**src/rtl/cpa_pkg.sv**
```systemverilog
// Package for the CRC parity appender: generator constants, mode codes,
// the queue entry type and the bytewise CRC update function.
// Used by every module under rtl; depends on nothing.
package cpa_pkg;

  localparam logic [1:0] MODE_CRC24A = 2'd0;
  localparam logic [1:0] MODE_CRC24B = 2'd1;
  localparam logic [1:0] MODE_CRC16  = 2'd2;
  localparam logic [1:0] MODE_CRC16B = 2'd3;

  localparam logic [23:0] POLY_CRC24A = 24'h864CFB;
  localparam logic [23:0] POLY_CRC24B = 24'h800063;
  localparam logic [23:0] POLY_CRC16  = 24'h001021;
  localparam logic [23:0] MASK_CRC24  = 24'hFFFFFF;
  localparam logic [23:0] MASK_CRC16  = 24'h00FFFF;

  localparam int unsigned QUEUE_DEPTH = 4;

  localparam logic [1:0] PHASE_DATA = 2'd0;
  localparam logic [1:0] PHASE_LAST = 2'd3;

  typedef struct packed {
    logic [7:0]  data;
    logic        last;
    logic        is16;
    logic [23:0] crc;
  } cpa_entry_t;

  function automatic logic mode_is_16(input logic [1:0] mode);
    return mode[1];
  endfunction

  function automatic logic [23:0] poly_of(input logic [1:0] mode);
    logic [23:0] p;
    case (mode)
      MODE_CRC24A: p = POLY_CRC24A;
      MODE_CRC24B: p = POLY_CRC24B;
      MODE_CRC16:  p = POLY_CRC16;
      MODE_CRC16B: p = POLY_CRC16;
      default:     p = POLY_CRC16;
    endcase
    return p;
  endfunction

  // One message byte, MSB first, through the selected generator.
  function automatic logic [23:0] crc_feed(input logic [23:0] rem,
                                           input logic [7:0] data,
                                           input logic [1:0] mode);
    logic [23:0] r;
    logic [23:0] mask;
    logic [23:0] poly;
    logic        top;
    mask = mode_is_16(mode) ? MASK_CRC16 : MASK_CRC24;
    poly = poly_of(mode);
    if (mode_is_16(mode)) begin
      r = (rem & mask) ^ {8'd0, data, 8'd0};
    end else begin
      r = (rem & mask) ^ {data, 16'd0};
    end
    for (int k = 0; k < 8; k++) begin
      top = mode_is_16(mode) ? r[15] : r[23];
      r = ({r[22:0], 1'b0} ^ (top ? poly : 24'd0)) & mask;
    end
    return r;
  endfunction

endpackage

```
**src/rtl/crc_parity_appender.sv**
```systemverilog
// Top level of the CRC parity appender (CRC24A, CRC24B and CRC16 of 3GPP LTE).
// Instantiates the front end, the queue and the back end; depends on cpa_pkg.
//
// Usage:
//   Input channel: a message byte beat is taken when push is high and full is
//   low; in_last_byte marks the final byte of a message.
//   Result channel: while empty is low the oldest beat sits on out_byte,
//   out_is_parity and out_last; it is taken when pop is high.
//   Every message byte comes out unchanged. After the last byte follow the
//   parity bytes, most significant first: three for CRC24A or CRC24B, two
//   for CRC16, the final one with out_last set. The CRC starts at zero and
//   has no final XOR.
//   Configuration: cfg_wr_data selects the generator at a clock edge with
//   cfg_wr_en high. The user must do this only while no beat is in flight;
//   the block does not enforce it. Inside a message the remainder is kept and
//   the new generator applies from the next byte on.
//   Throughput: one beat per cycle on each side while full is low and pop high,
//   set by the single output register of the back end.
//   When the receiver stalls, the queue fills and full rises; nothing is lost.
//   Reset clears the remainder, the queue and the output, and selects CRC24A.
module crc_parity_appender #(
  parameter int unsigned QDEPTH = cpa_pkg::QUEUE_DEPTH
) (
  input  logic       clk,
  input  logic       rst_n,
  input  logic       cfg_wr_en,
  input  logic [1:0] cfg_wr_data,
  input  logic       push,
  output logic       full,
  input  logic [7:0] in_data_byte,
  input  logic       in_last_byte,
  output logic       empty,
  input  logic       pop,
  output logic [7:0] out_byte,
  output logic       out_is_parity,
  output logic       out_last
);

  cpa_pkg::cpa_entry_t q_wr_data;
  cpa_pkg::cpa_entry_t q_rd_data;
  logic                q_wr_en;
  logic                q_rd_en;
  logic                q_full;
  logic                q_empty;

  assign full = q_full;

  cpa_front u_front (
    .clk          (clk),
    .rst_n        (rst_n),
    .cfg_wr_en    (cfg_wr_en),
    .cfg_wr_data  (cfg_wr_data),
    .push         (push),
    .in_data_byte (in_data_byte),
    .in_last_byte (in_last_byte),
    .q_full       (q_full),
    .q_wr_en      (q_wr_en),
    .q_wr_data    (q_wr_data)
  );

  cpa_queue #(
    .DEPTH (QDEPTH)
  ) u_queue (
    .clk     (clk),
    .rst_n   (rst_n),
    .wr_en   (q_wr_en),
    .wr_data (q_wr_data),
    .full    (q_full),
    .rd_en   (q_rd_en),
    .rd_data (q_rd_data),
    .empty   (q_empty)
  );

  cpa_back u_back (
    .clk           (clk),
    .rst_n         (rst_n),
    .q_rd_data     (q_rd_data),
    .q_empty       (q_empty),
    .q_rd_en       (q_rd_en),
    .empty         (empty),
    .pop           (pop),
    .out_byte      (out_byte),
    .out_is_parity (out_is_parity),
    .out_last      (out_last)
  );

endmodule

```
**src/rtl/cpa_front.sv**
```systemverilog
// Front end of the CRC parity appender: holds the mode register and the running
// remainder, and turns each accepted byte into a queue entry with its CRC snapshot.
// Depends on cpa_pkg.
module cpa_front (
  input  logic               clk,
  input  logic               rst_n,
  input  logic               cfg_wr_en,
  input  logic [1:0]         cfg_wr_data,
  input  logic               push,
  input  logic [7:0]         in_data_byte,
  input  logic               in_last_byte,
  input  logic               q_full,
  output logic               q_wr_en,
  output cpa_pkg::cpa_entry_t q_wr_data
);

  logic [1:0]  crc_mode_r;
  logic [23:0] rem_r;
  logic [23:0] rem_nxt;
  logic [23:0] fed;

  assign q_wr_en = push && !q_full;
  assign fed     = cpa_pkg::crc_feed(rem_r, in_data_byte, crc_mode_r);

  always_comb begin
    rem_nxt = rem_r;
    if (q_wr_en) begin
      rem_nxt = in_last_byte ? 24'd0 : fed;
    end
  end

  always_comb begin
    q_wr_data.data = in_data_byte;
    q_wr_data.last = in_last_byte;
    q_wr_data.is16 = cpa_pkg::mode_is_16(crc_mode_r);
    q_wr_data.crc  = fed;
  end

  always_ff @(posedge clk) begin
    if (!rst_n) begin
      crc_mode_r <= cpa_pkg::MODE_CRC24A;
      rem_r      <= 24'd0;
    end else begin
      if (cfg_wr_en) begin
        crc_mode_r <= cfg_wr_data;
      end
      rem_r <= rem_nxt;
    end
  end

endmodule

```
**src/rtl/cpa_queue.sv**
```systemverilog
// Short queue between the front and back ends of the CRC parity appender.
// Holds classified byte entries; depends on cpa_pkg.
module cpa_queue #(
  parameter int unsigned DEPTH = cpa_pkg::QUEUE_DEPTH
) (
  input  logic                clk,
  input  logic                rst_n,
  input  logic                wr_en,
  input  cpa_pkg::cpa_entry_t wr_data,
  output logic                full,
  input  logic                rd_en,
  output cpa_pkg::cpa_entry_t rd_data,
  output logic                empty
);

  localparam int unsigned PTR_W = (DEPTH > 1) ? $clog2(DEPTH) : 1;
  localparam int unsigned CNT_W = $clog2(DEPTH + 1);

  cpa_pkg::cpa_entry_t mem_r [DEPTH];
  logic [PTR_W-1:0] wr_ptr_r;
  logic [PTR_W-1:0] rd_ptr_r;
  logic [CNT_W-1:0] count_r;
  logic             do_wr;
  logic             do_rd;

  assign full    = (count_r == CNT_W'(DEPTH));
  assign empty   = (count_r == '0);
  assign do_wr   = wr_en && !full;
  assign do_rd   = rd_en && !empty;
  assign rd_data = mem_r[rd_ptr_r];

  function automatic logic [PTR_W-1:0] ptr_inc(input logic [PTR_W-1:0] p);
    return (p == PTR_W'(DEPTH - 1)) ? '0 : p + PTR_W'(1);
  endfunction

  always_ff @(posedge clk) begin
    if (do_wr) begin
      mem_r[wr_ptr_r] <= wr_data;
    end
  end

  always_ff @(posedge clk) begin
    if (!rst_n) begin
      wr_ptr_r <= '0;
      rd_ptr_r <= '0;
      count_r  <= '0;
    end else begin
      if (do_wr) begin
        wr_ptr_r <= ptr_inc(wr_ptr_r);
      end
      if (do_rd) begin
        rd_ptr_r <= ptr_inc(rd_ptr_r);
      end
      if (do_wr && !do_rd) begin
        count_r <= count_r + CNT_W'(1);
      end else if (do_rd && !do_wr) begin
        count_r <= count_r - CNT_W'(1);
      end
    end
  end

endmodule

```
**src/rtl/cpa_back.sv**
```systemverilog
// Back end of the CRC parity appender: expands each queue entry into its message
// beat and, for the last byte, its parity beats, into the output register.
// Depends on cpa_pkg.
module cpa_back (
  input  logic                clk,
  input  logic                rst_n,
  input  cpa_pkg::cpa_entry_t q_rd_data,
  input  logic                q_empty,
  output logic                q_rd_en,
  output logic                empty,
  input  logic                pop,
  output logic [7:0]          out_byte,
  output logic                out_is_parity,
  output logic                out_last
);

  logic       ov_r;
  logic [7:0] byte_r;
  logic       par_r;
  logic       last_r;
  logic [1:0] phase_r;
  logic [1:0] phase_nxt;
  logic [1:0] sel;
  logic       load;
  logic       entry_done;
  logic [7:0] byte_nxt;

  assign load = (!ov_r || pop) && !q_empty;

  // In CRC16 mode the two parity beats use the lower two byte slots.
  always_comb begin
    if (phase_r != cpa_pkg::PHASE_DATA && q_rd_data.is16) begin
      sel = phase_r + 2'd1;
    end else begin
      sel = phase_r;
    end
  end

  always_comb begin
    case (sel)
      2'd0:    byte_nxt = q_rd_data.data;
      2'd1:    byte_nxt = q_rd_data.crc[23:16];
      2'd2:    byte_nxt = q_rd_data.crc[15:8];
      2'd3:    byte_nxt = q_rd_data.crc[7:0];
      default: byte_nxt = q_rd_data.data;
    endcase
  end

  assign entry_done = (phase_r == cpa_pkg::PHASE_DATA) ? !q_rd_data.last
                                                       : (sel == cpa_pkg::PHASE_LAST);
  assign q_rd_en    = load && entry_done;

  always_comb begin
    phase_nxt = phase_r;
    if (load) begin
      phase_nxt = entry_done ? cpa_pkg::PHASE_DATA : phase_r + 2'd1;
    end
  end

  always_ff @(posedge clk) begin
    if (load) begin
      byte_r <= byte_nxt;
      par_r  <= (phase_r != cpa_pkg::PHASE_DATA);
      last_r <= (sel == cpa_pkg::PHASE_LAST);
    end
  end

  always_ff @(posedge clk) begin
    if (!rst_n) begin
      ov_r    <= 1'b0;
      phase_r <= cpa_pkg::PHASE_DATA;
    end else begin
      phase_r <= phase_nxt;
      if (load) begin
        ov_r <= 1'b1;
      end else if (pop) begin
        ov_r <= 1'b0;
      end
    end
  end

  assign empty         = !ov_r;
  assign out_byte      = byte_r;
  assign out_is_parity = par_r;
  assign out_last      = last_r;

endmodule
```
**config.mk**
```make
export PLATFORM = sky130hd
export DESIGN_NAME = crc_parity_appender
export DESIGN_NICKNAME = d
export VERILOG_FILES = /design/src/rtl/cpa_pkg.sv /design/src/rtl/crc_parity_appender.sv /design/src/rtl/cpa_front.sv /design/src/rtl/cpa_queue.sv /design/src/rtl/cpa_back.sv
export SDC_FILE = /design/constraint.sdc
export NUM_CORES = 1
export LEC_CHECK = 0
export ABC_AREA = 1
export BUFFER_PORTS_ARGS = -buffer_cell sky130_fd_sc_hd__buf_2
export CORE_MARGIN = 1
export CORE_UTILIZATION = 56
export CTS_CLUSTER_DIAMETER = 200
export DETAILED_ROUTE_END_ITERATION = 6
export PLACE_DENSITY = 0.72
export REMOVE_ABC_BUFFERS = 1
export SKIP_CTS_REPAIR_TIMING = 1
export SLEW_MARGIN = 10
export SYNTH_ARGS = -nofsm -noshare
export SYNTH_HDL_FRONTEND = slang
export SYNTH_SLANG_ARGS = --single-unit
```
**constraint.sdc**
```tcl
create_clock -name clk -period 2.61 [get_ports clk]
set_clock_uncertainty 0.1 [all_clocks]
set_input_delay 0.261 -clock clk [delete_from_list [all_inputs] [get_ports clk]]
set_output_delay 0.261 -clock clk [all_outputs]
set_load 0.01 [all_outputs]
```
==> results of run 1 <==
[synth_stat cells (all sizes together)]
library cell,number
inv,61
nand3,43
o22ai,34
buf,5
and2,10
nand3b,3
nand4,22
xnor2,20
nand2,218
fa,1
or2,5
dfxtp,38
o21ai,84
a21oi,35
o21bai,1
o21a,1
edfxtp,146
xor2,44
ha,7
clkinv,1
nor2,96
clkbuf,30
a211oi,2
nor3,1
o211a,1
[report_power, final]
part | internal, mW | total, mW | switching, mW
Clock | 1.51 | 2.63 | 1.12
Sequential | 4.42 | 4.66 | 0.235
Combinational | 2.83 | 6.96 | 4.13
Total | 8.77 | 14.2 | 5.48
[metal layers]
layer	up-vias	wire (um)	track usage, %	share of wire [%]
met2	303	11200	45.4	49
met1	3439	9600	38.0	42
met4	0	510	10.5	2.2
met5	-	0	0	0
met3	39	1500	4.66	6.6
li1	3352	-	-	-
[area by class of cell]
class | count | area (um^2)
multi-input combinational | 628 | 3820
clock buffer | 17 | 425
fill | 1043 | 4130
tap | 211 | 264
sequential | 184 | 5160
clock inverter | 15 | 176
inverter | 62 | 240
timing repair buffer | 147 | 1150
[worst min-delay path: cells and delay by family]
family / cells / cell delay (ps)
buffers and inverters: 1 / 70
AOI/OAI and AO/OA: 2 / 170
[kinds of logic (layout without fill, tap and decap cells)]
group / Yosys count / in the layout / share of synthesized area (%)
AOI/OAI and AO/OA: 158 / 158 / 9.66
xor gates and xnor gates: 64 / 64 / 6.69
adders and majority gates: 8 / 8 / 1.20
buffers and inverters: 97 / 241 / 4.41
DFF: 184 / 184 / 57.6
and+or+nand+nor: 398 / 398 / 20.5
[metrics by stage]
step | instances | hold WS (ps) | util [%]
floorplan | 874 | 260 | -
detailed placement | 1217 | 361 | 65.4
global route | 1264 | 12.1 | 73.1
global placement | 1217 | 352 | 65.4
CTS | 1249 | -48.1 | 69.3
finish | 1264 | 11.4 | 73.1
[registers in the layout (all words and copies together), names as in the netlist, named ones only]
signal                cells
u_queue.mem_r           136
u_front.rem_r            24
u_back.out_byte           8
u_queue.count_r           3
u_back.phase_r            2
u_front.crc_mode_r        2
u_queue.rd_ptr_r          2
u_queue.wr_ptr_r          2
u_back.out_is_parity      1
u_back.out_last           1
u_back.ov_r               1
[path summary, 6_finish.rpt]
kind,slack [ps],from,to,depth (start not counted)
max reg2reg,-130,u_front.rem_r[22],u_queue.mem_r[0][18],18
min reg2reg,380,u_front.rem_r[3],u_front.rem_r[3],2
max,-130,u_front.rem_r[22],u_queue.mem_r[0][18],18
min,10,cfg_wr_data[0],u_front.crc_mode_r[0],3
==> results.txt, run 1 <==
- Failing checks: negative setup slack
* Drt first pass iters: 6
* Post-synthesis instance area: ~8900 um^2
- Synthesis Warnings: 0
- In this run the power density over the cells is 1270 nW/um^2.
- Data required time of the critical path: roughly 2700 ps
- The count of pins over their slew limit came to 0.
- Across all setup checks in the final design, the least slack found is -135 ps.
* RePlAce Congestion: 0.942
- Of the cells placed in the final design, the portion with a size suffix greater than 1 is 29.9%.
- RSZ-0062 raised after global routing: true
* Post-layout net count: 1064
- Seq/Total Area, Yosys: around 58%
- Top-Level Pins: 28
* Synth cell types: 39
* Biggest fanout along the worst timing path: 7
- HPWL Detailed: 14.5 mm
- Slowest library cell on the worst path: sky130_fd_sc_hd__dfxtp_4
- The die is 128 um tall.
- Leaving out fill and tap cells, the most frequent cell in the layout is sky130_fd_sc_hd__nand2_1.
- Peak per-stage delay on the critical path: 380 ps
- In the final routed layout, each cell accounts on average for 18.0 um.
* Number of antenna violations at the first check in global routing: 0
- The via count of the first global-routing pass is 6670.
- The region available for standard cell placement spans 15400 um^2.
- Global routing used 27.9% of the available tracks across all layers.
- Leaving out fill and tap cells, the most frequent cells in the layout are sky130_fd_sc_hd__nand2_1 (169), sky130_fd_sc_hd__edfxtp_1 (146), sky130_fd_sc_hd__buf_4 (103).
- CTS Buffer Depth: 2
- The first global-routing pass estimated around 34 mm of wire.
- Clock root buffer: sky130_fd_sc_hd__clkbuf_16
- Max Fclk: 0.364 GHz
- With fillers left out, the area of the finished cells amounts to 11200 um^2.
- Type of the tightest min-delay check: primary input to flip-flop
- Compared with the post-synthesis result, the final layout area differs by 25.7%.
- Library cell occupying the most area in the post-synthesis netlist: sky130_fd_sc_hd__edfxtp_1
* Total vias in the final route: 7133
- Post-layout minimum cycle time: 2740 ps
- Std-Cell Rows: between 40 and 50
* Critical Path Most Common Cell: sky130_fd_sc_hd__nand2_2
* Drt first-iter violations: 717
- TritonCTS built the clock tree.
* TNS Setup: -6250 ps
- The worst setup path is launched from a flip-flop.
- The number of buffers and inverters on the critical path is 1.
- Critical path endpoint category: flip-flop
* Startpoint-to-endpoint class of the critical path: flip-flop to flip-flop
* Worst relative slew slack: between 30% and 40%
* Data arrival time of the critical path: 2830 ps
- Detail Route Antenna Nets: 0
- CTS saw 184 sinks.
* Final-report hold violation count: 0
- Max-cap violations in this run came to 0.
* Overflow left after global routing: 0
- Sorting the synthesized cells by area gives the leading types as sky130_fd_sc_hd__edfxtp_1 (49%), sky130_fd_sc_hd__dfxtp_1 (8.5%), sky130_fd_sc_hd__nand2_1 (8.4%).
- Synthesis produced a netlist whose cell count is between 900 and 1000.
- At the pin with the least slew margin, the transition time is 955 ps.
- Clock-pin slew was measured on the worst setup and hold paths at roughly 70 ps.
- Clock latency of the later-clocked register in the worst-skew pair: 440 ps
- Worst path cell trace: xor2_4 > nand2_2 > nand2_2 > nand2_2 > nand2_4 > nand2_4 > nand2_4 > nand2_4 > nand2_4 > nand3_2 > nand2_2 > nand2_2 > nand4_1 > buf_6 > nand2_1 > nand2_1 > nand2_2 > and2_4
- Via count normalized by instance count: 5.64
* Top cell type's share of synthesized area: 49.0%
- Largest vdd supply drop: 0.000594 V
* H-tree level count: 4
* # port buffers: 27
- Setup violations remaining at the end of the flow were counted as 81.
- Post-synthesis register bit count: roughly 180
- Prior to clock tree synthesis, the placed netlist has a worst setup slack of -208 ps.
* Leak Pwr: 4.51 nW
* Area post-placement: slightly above 10000 um^2
* Number of CTS-inserted buffers: 17
- The number of antenna diodes in the final layout is 0.
- Period utilization: 105%
- Overall power consumption after layout is estimated at between 10 and 15 mW.
- Outcome: finished with violations
- In this run the horizontal extent of the chip is between 100 and 150 um.
- Synthesized area per cell: 9.83 um^2
* Total wire length: 22.8 mm
- Kind of cell adding the most delay to the critical path: simple AND/OR/NAND/NOR gates
* Number of DRC violations after detailed routing: 0
- Once the floorplan was initialized, standard cells occupied 58.2% of the core.
- Largest net degree at the start of global routing: 65
- The floorplan step defined a die boundary enclosing 16500 um^2.
No activity file was read; power rests on OpenSTA's default activity.
==> inputs of run 2 (changes only) <==
--- a/config.mk
+++ b/config.mk
@@ -12,6 +12,7 @@
 export CTS_CLUSTER_DIAMETER = 200
 export DETAILED_ROUTE_END_ITERATION = 6
 export PLACE_DENSITY = 0.72
+export RECOVER_POWER = 50
 export REMOVE_ABC_BUFFERS = 1
 export SKIP_CTS_REPAIR_TIMING = 1
 export SLEW_MARGIN = 10
==> results.txt, run 2 (synthesis results as in run 1) <==
- Largest net degree at the start of global routing: 65 (unchanged)
- The launch point of the critical path is u_front.rem_r[22] (unchanged).
- The count of boundary I/O pins came to 28 (unchanged).
- Count of final max-slew check failures: 0 (unchanged)
- The number of remaining DRC errors is 0 (unchanged).
- Gr usage total: 27.9% (unchanged)
* Number of antenna violations at the first check in global routing: 0 (unchanged)
* Total vias in the final route: 7080 (was 7133)
* Minimum setup slack in the final design: -142 ps (was -135 ps)
- Post-route cell area: 11200 um^2 (about the same)
* Drt first-iter violations: 744 (was 717)
- The max-cap check violation count is 0 (unchanged).
- TNS Setup: -6270 ps (was -6250 ps)
- Worst relative slew slack: 36.4% (was 36.3%)
- The register name with the most flops is u_queue.mem_r (unchanged).
- Failing checks: negative setup slack (unchanged).
* Area added between synthesis and finish: 25.6% (was 25.7%)
* Hold path start: cfg_wr_data[0] (unchanged)
- Highest-count cells in the layout ignoring fill and taps: sky130_fd_sc_hd__nand2_1 (169), sky130_fd_sc_hd__edfxtp_1 (146), sky130_fd_sc_hd__buf_4 (102) (was sky130_fd_sc_hd__nand2_1 (169), sky130_fd_sc_hd__edfxtp_1 (146), sky130_fd_sc_hd__buf_4 (103))
- CTS Buffer Depth: 2 (unchanged)
- Clock root buffer: sky130_fd_sc_hd__clkbuf_16 (unchanged)
* DP Worst Slack: -208 ps (unchanged)
- RePlAce Congestion: 0.942 (unchanged)
- The maximum level of the CTS H-tree came to 4 (unchanged).
- The number of diodes came to 0 (unchanged).
- Worst hold slack: 11.7 ps (was 11.4 ps)
* Y dimension of the die: 128 um (unchanged)
- The share of the clock period used by the worst path after layout came to 105% (about the same).
- Clock latency of the later-clocked register in the worst-skew pair: 430 ps (was 440 ps)
* Slowest library cell on the worst path: sky130_fd_sc_hd__dfxtp_4 (unchanged)
- Type of the tightest min-delay check: primary input to flip-flop (unchanged)
* Die ar.: 16500 um^2 (unchanged)
- Most frequent standard cell in the layout excluding fill and tap cells: sky130_fd_sc_hd__nand2_1 (unchanged)
- Power density cells: 1270 nW/um^2 (about the same)
- The count of antenna-violating nets left after detailed routing came to 0 (unchanged).
* Placeable core region: 15400 um^2 (unchanged)
- The clock-pin slew reported for the worst setup and hold paths after clock tree synthesis was 70 ps (about the same).
- The critical path's largest stage delay was 380 ps (about the same).
- Post-layout minimum cycle time: 2750 ps (was 2740 ps)
- The critical path arrival came to 2840 ps (was 2830 ps).
- Drt first pass iters: 5 (was 6)
* Number of global-route vias before repair: 6670 (unchanged)
- Critical Path Most Common Cell: sky130_fd_sc_hd__nand2_2 (unchanged)
- Outcome: finished with violations (unchanged)
* Proportion of layout cells with a drive suffix above 1: 29.5% (was 29.9%)
- The number of vias per cell was 5.60 (was 5.64).
* Biggest fanout along the worst timing path: 7 (unchanged)
* Number of sinks driven by the clock tree: 184 (unchanged)
- The critical path required time came to 2700 ps (about the same).
* Routed wire per std cell: 18.1 um (was 18.0 um)
* Total wire length: 22.9 mm (was 22.8 mm)
- The type of the setup path with the least slack is flip-flop to flip-flop (unchanged).
- The final number of setup-violating endpoints is 82 (was 81).
- Startpoint type of the worst setup path: flip-flop (unchanged)
* Area post-placement: 10100 um^2 (unchanged)
- Worst path cell trace: xor2_4 > nand2_2 > nand2_2 > nand2_2 > nand2_4 > nand2_4 > nand2_4 > nand2_4 > nand2_4 > nand3_2 > nand2_2 > nand2_2 > nand4_1 > buf_6 > nand2_1 > nand2_1 > nand2_2 > and2_4 (unchanged).
* Number of CTS-inserted buffers: 17 (unchanged)
- # port buffers: 27 (unchanged)
- The leakage power summed over all cells was 4.50 nW (was 4.51 nW).
* Startpoint of the worst-slack reg-to-reg timing path: u_front.rem_r[22] (unchanged)
- Transition time at the pin with the least slew margin: 953 ps (was 955 ps)
- The initial core utilization came to 58.2% (unchanged).
- The utilization after layout was 73.1% (about the same).
* Largest vdd supply drop: 0.000591 V (was 0.000594 V)
- The number of nets in the final layout was 1064 (unchanged).
* Horizontal extent of the die: 128 um (unchanged)
- The number of flip-flops in the largest register came to 136 (unchanged).
- The final hold violation count came to 0 (unchanged).
- The number of core rows was 45 (unchanged).
- Critical path endpoint category: flip-flop (unchanged)
- The wire length of the first global-routing pass was 34.1 mm (unchanged).
- The highest clock frequency the design can meet is 0.363 GHz (was 0.364 GHz).
- The overall overflow remaining after global route was 0 (unchanged).
- The half-perimeter wire length after placement was 14.5 mm (unchanged).
- The TritonCTS clock tree is done (unchanged).
- RSZ-0062 raised after global routing: true (unchanged).
-- run 2: cell types whose count changed in the layout (fill, tap and decap cells not counted) --
cell                       change
sky130_fd_sc_hd__buf_2         -3
sky130_fd_sc_hd__buf_4         -1
sky130_fd_sc_hd__clkbuf_1      +4
-- run 2: metrics by stage --
| step | power [mW] | instances |
|---|---|---|
| finish | 14.2 | 1264 |
| CTS | 13.2 | 1249 |
| global route | 15.0 | 1264 |
| global placement | 10.3 | 1217 |
| floorplan | 8.20 | 874 |
| detailed placement | 10.5 | 1217 |
-- run 2: path summary, 6_finish.rpt --
path | slack [ps] | cells past startpoint | end
worst max register to register | -140 | 18 | u_queue.mem_r[0][18]
worst max-delay path | -140 | 18 | u_queue.mem_r[0][18]
worst min-delay path | 10 | 3 | u_front.crc_mode_r[0]
worst min register to register | 380 | 2 | u_front.rem_r[3]
-- run 2: report_power, final --
part	leakage (nW)	switching, mW	total [mW]	internal, mW
registers	1.66	0.234	4.66	4.42
logic	2.55	4.12	6.95	2.83
clock network	0.295	1.11	2.62	1.51
total	4.50	5.47	14.2	8.76
-- run 2: routing by layer --
metal  track usage [%]  up-vias  part of all wire (%)
met3              4.66       40                   5.9
met2              45.4      258                    49
met4              10.5        0                   2.1
met5                 0        -                     0
li1                  -     3354                     -
met1              38.0     3428                    43
-- run 2: area by class of cell --
type                            count  area [um^2]
Multi-Input combinational cell    628         3820
Fill cell                        1047         4140
Inverter                           62          240
Timing Repair Buffer              147         1140
Clock buffer                       17          425
Clock inverter                     15          176
Tap cell                          211          264
Sequential cell                   184         5160
-- run 2: critical path: cells and delay by family (launching register included) --
family / cells / cell delay [ps]
AND/OR/NAND/NOR: 16 / 1610
buffers and inverters: 1 / 190
XOR/XNOR: 1 / 240
flip-flops: 1 / 380
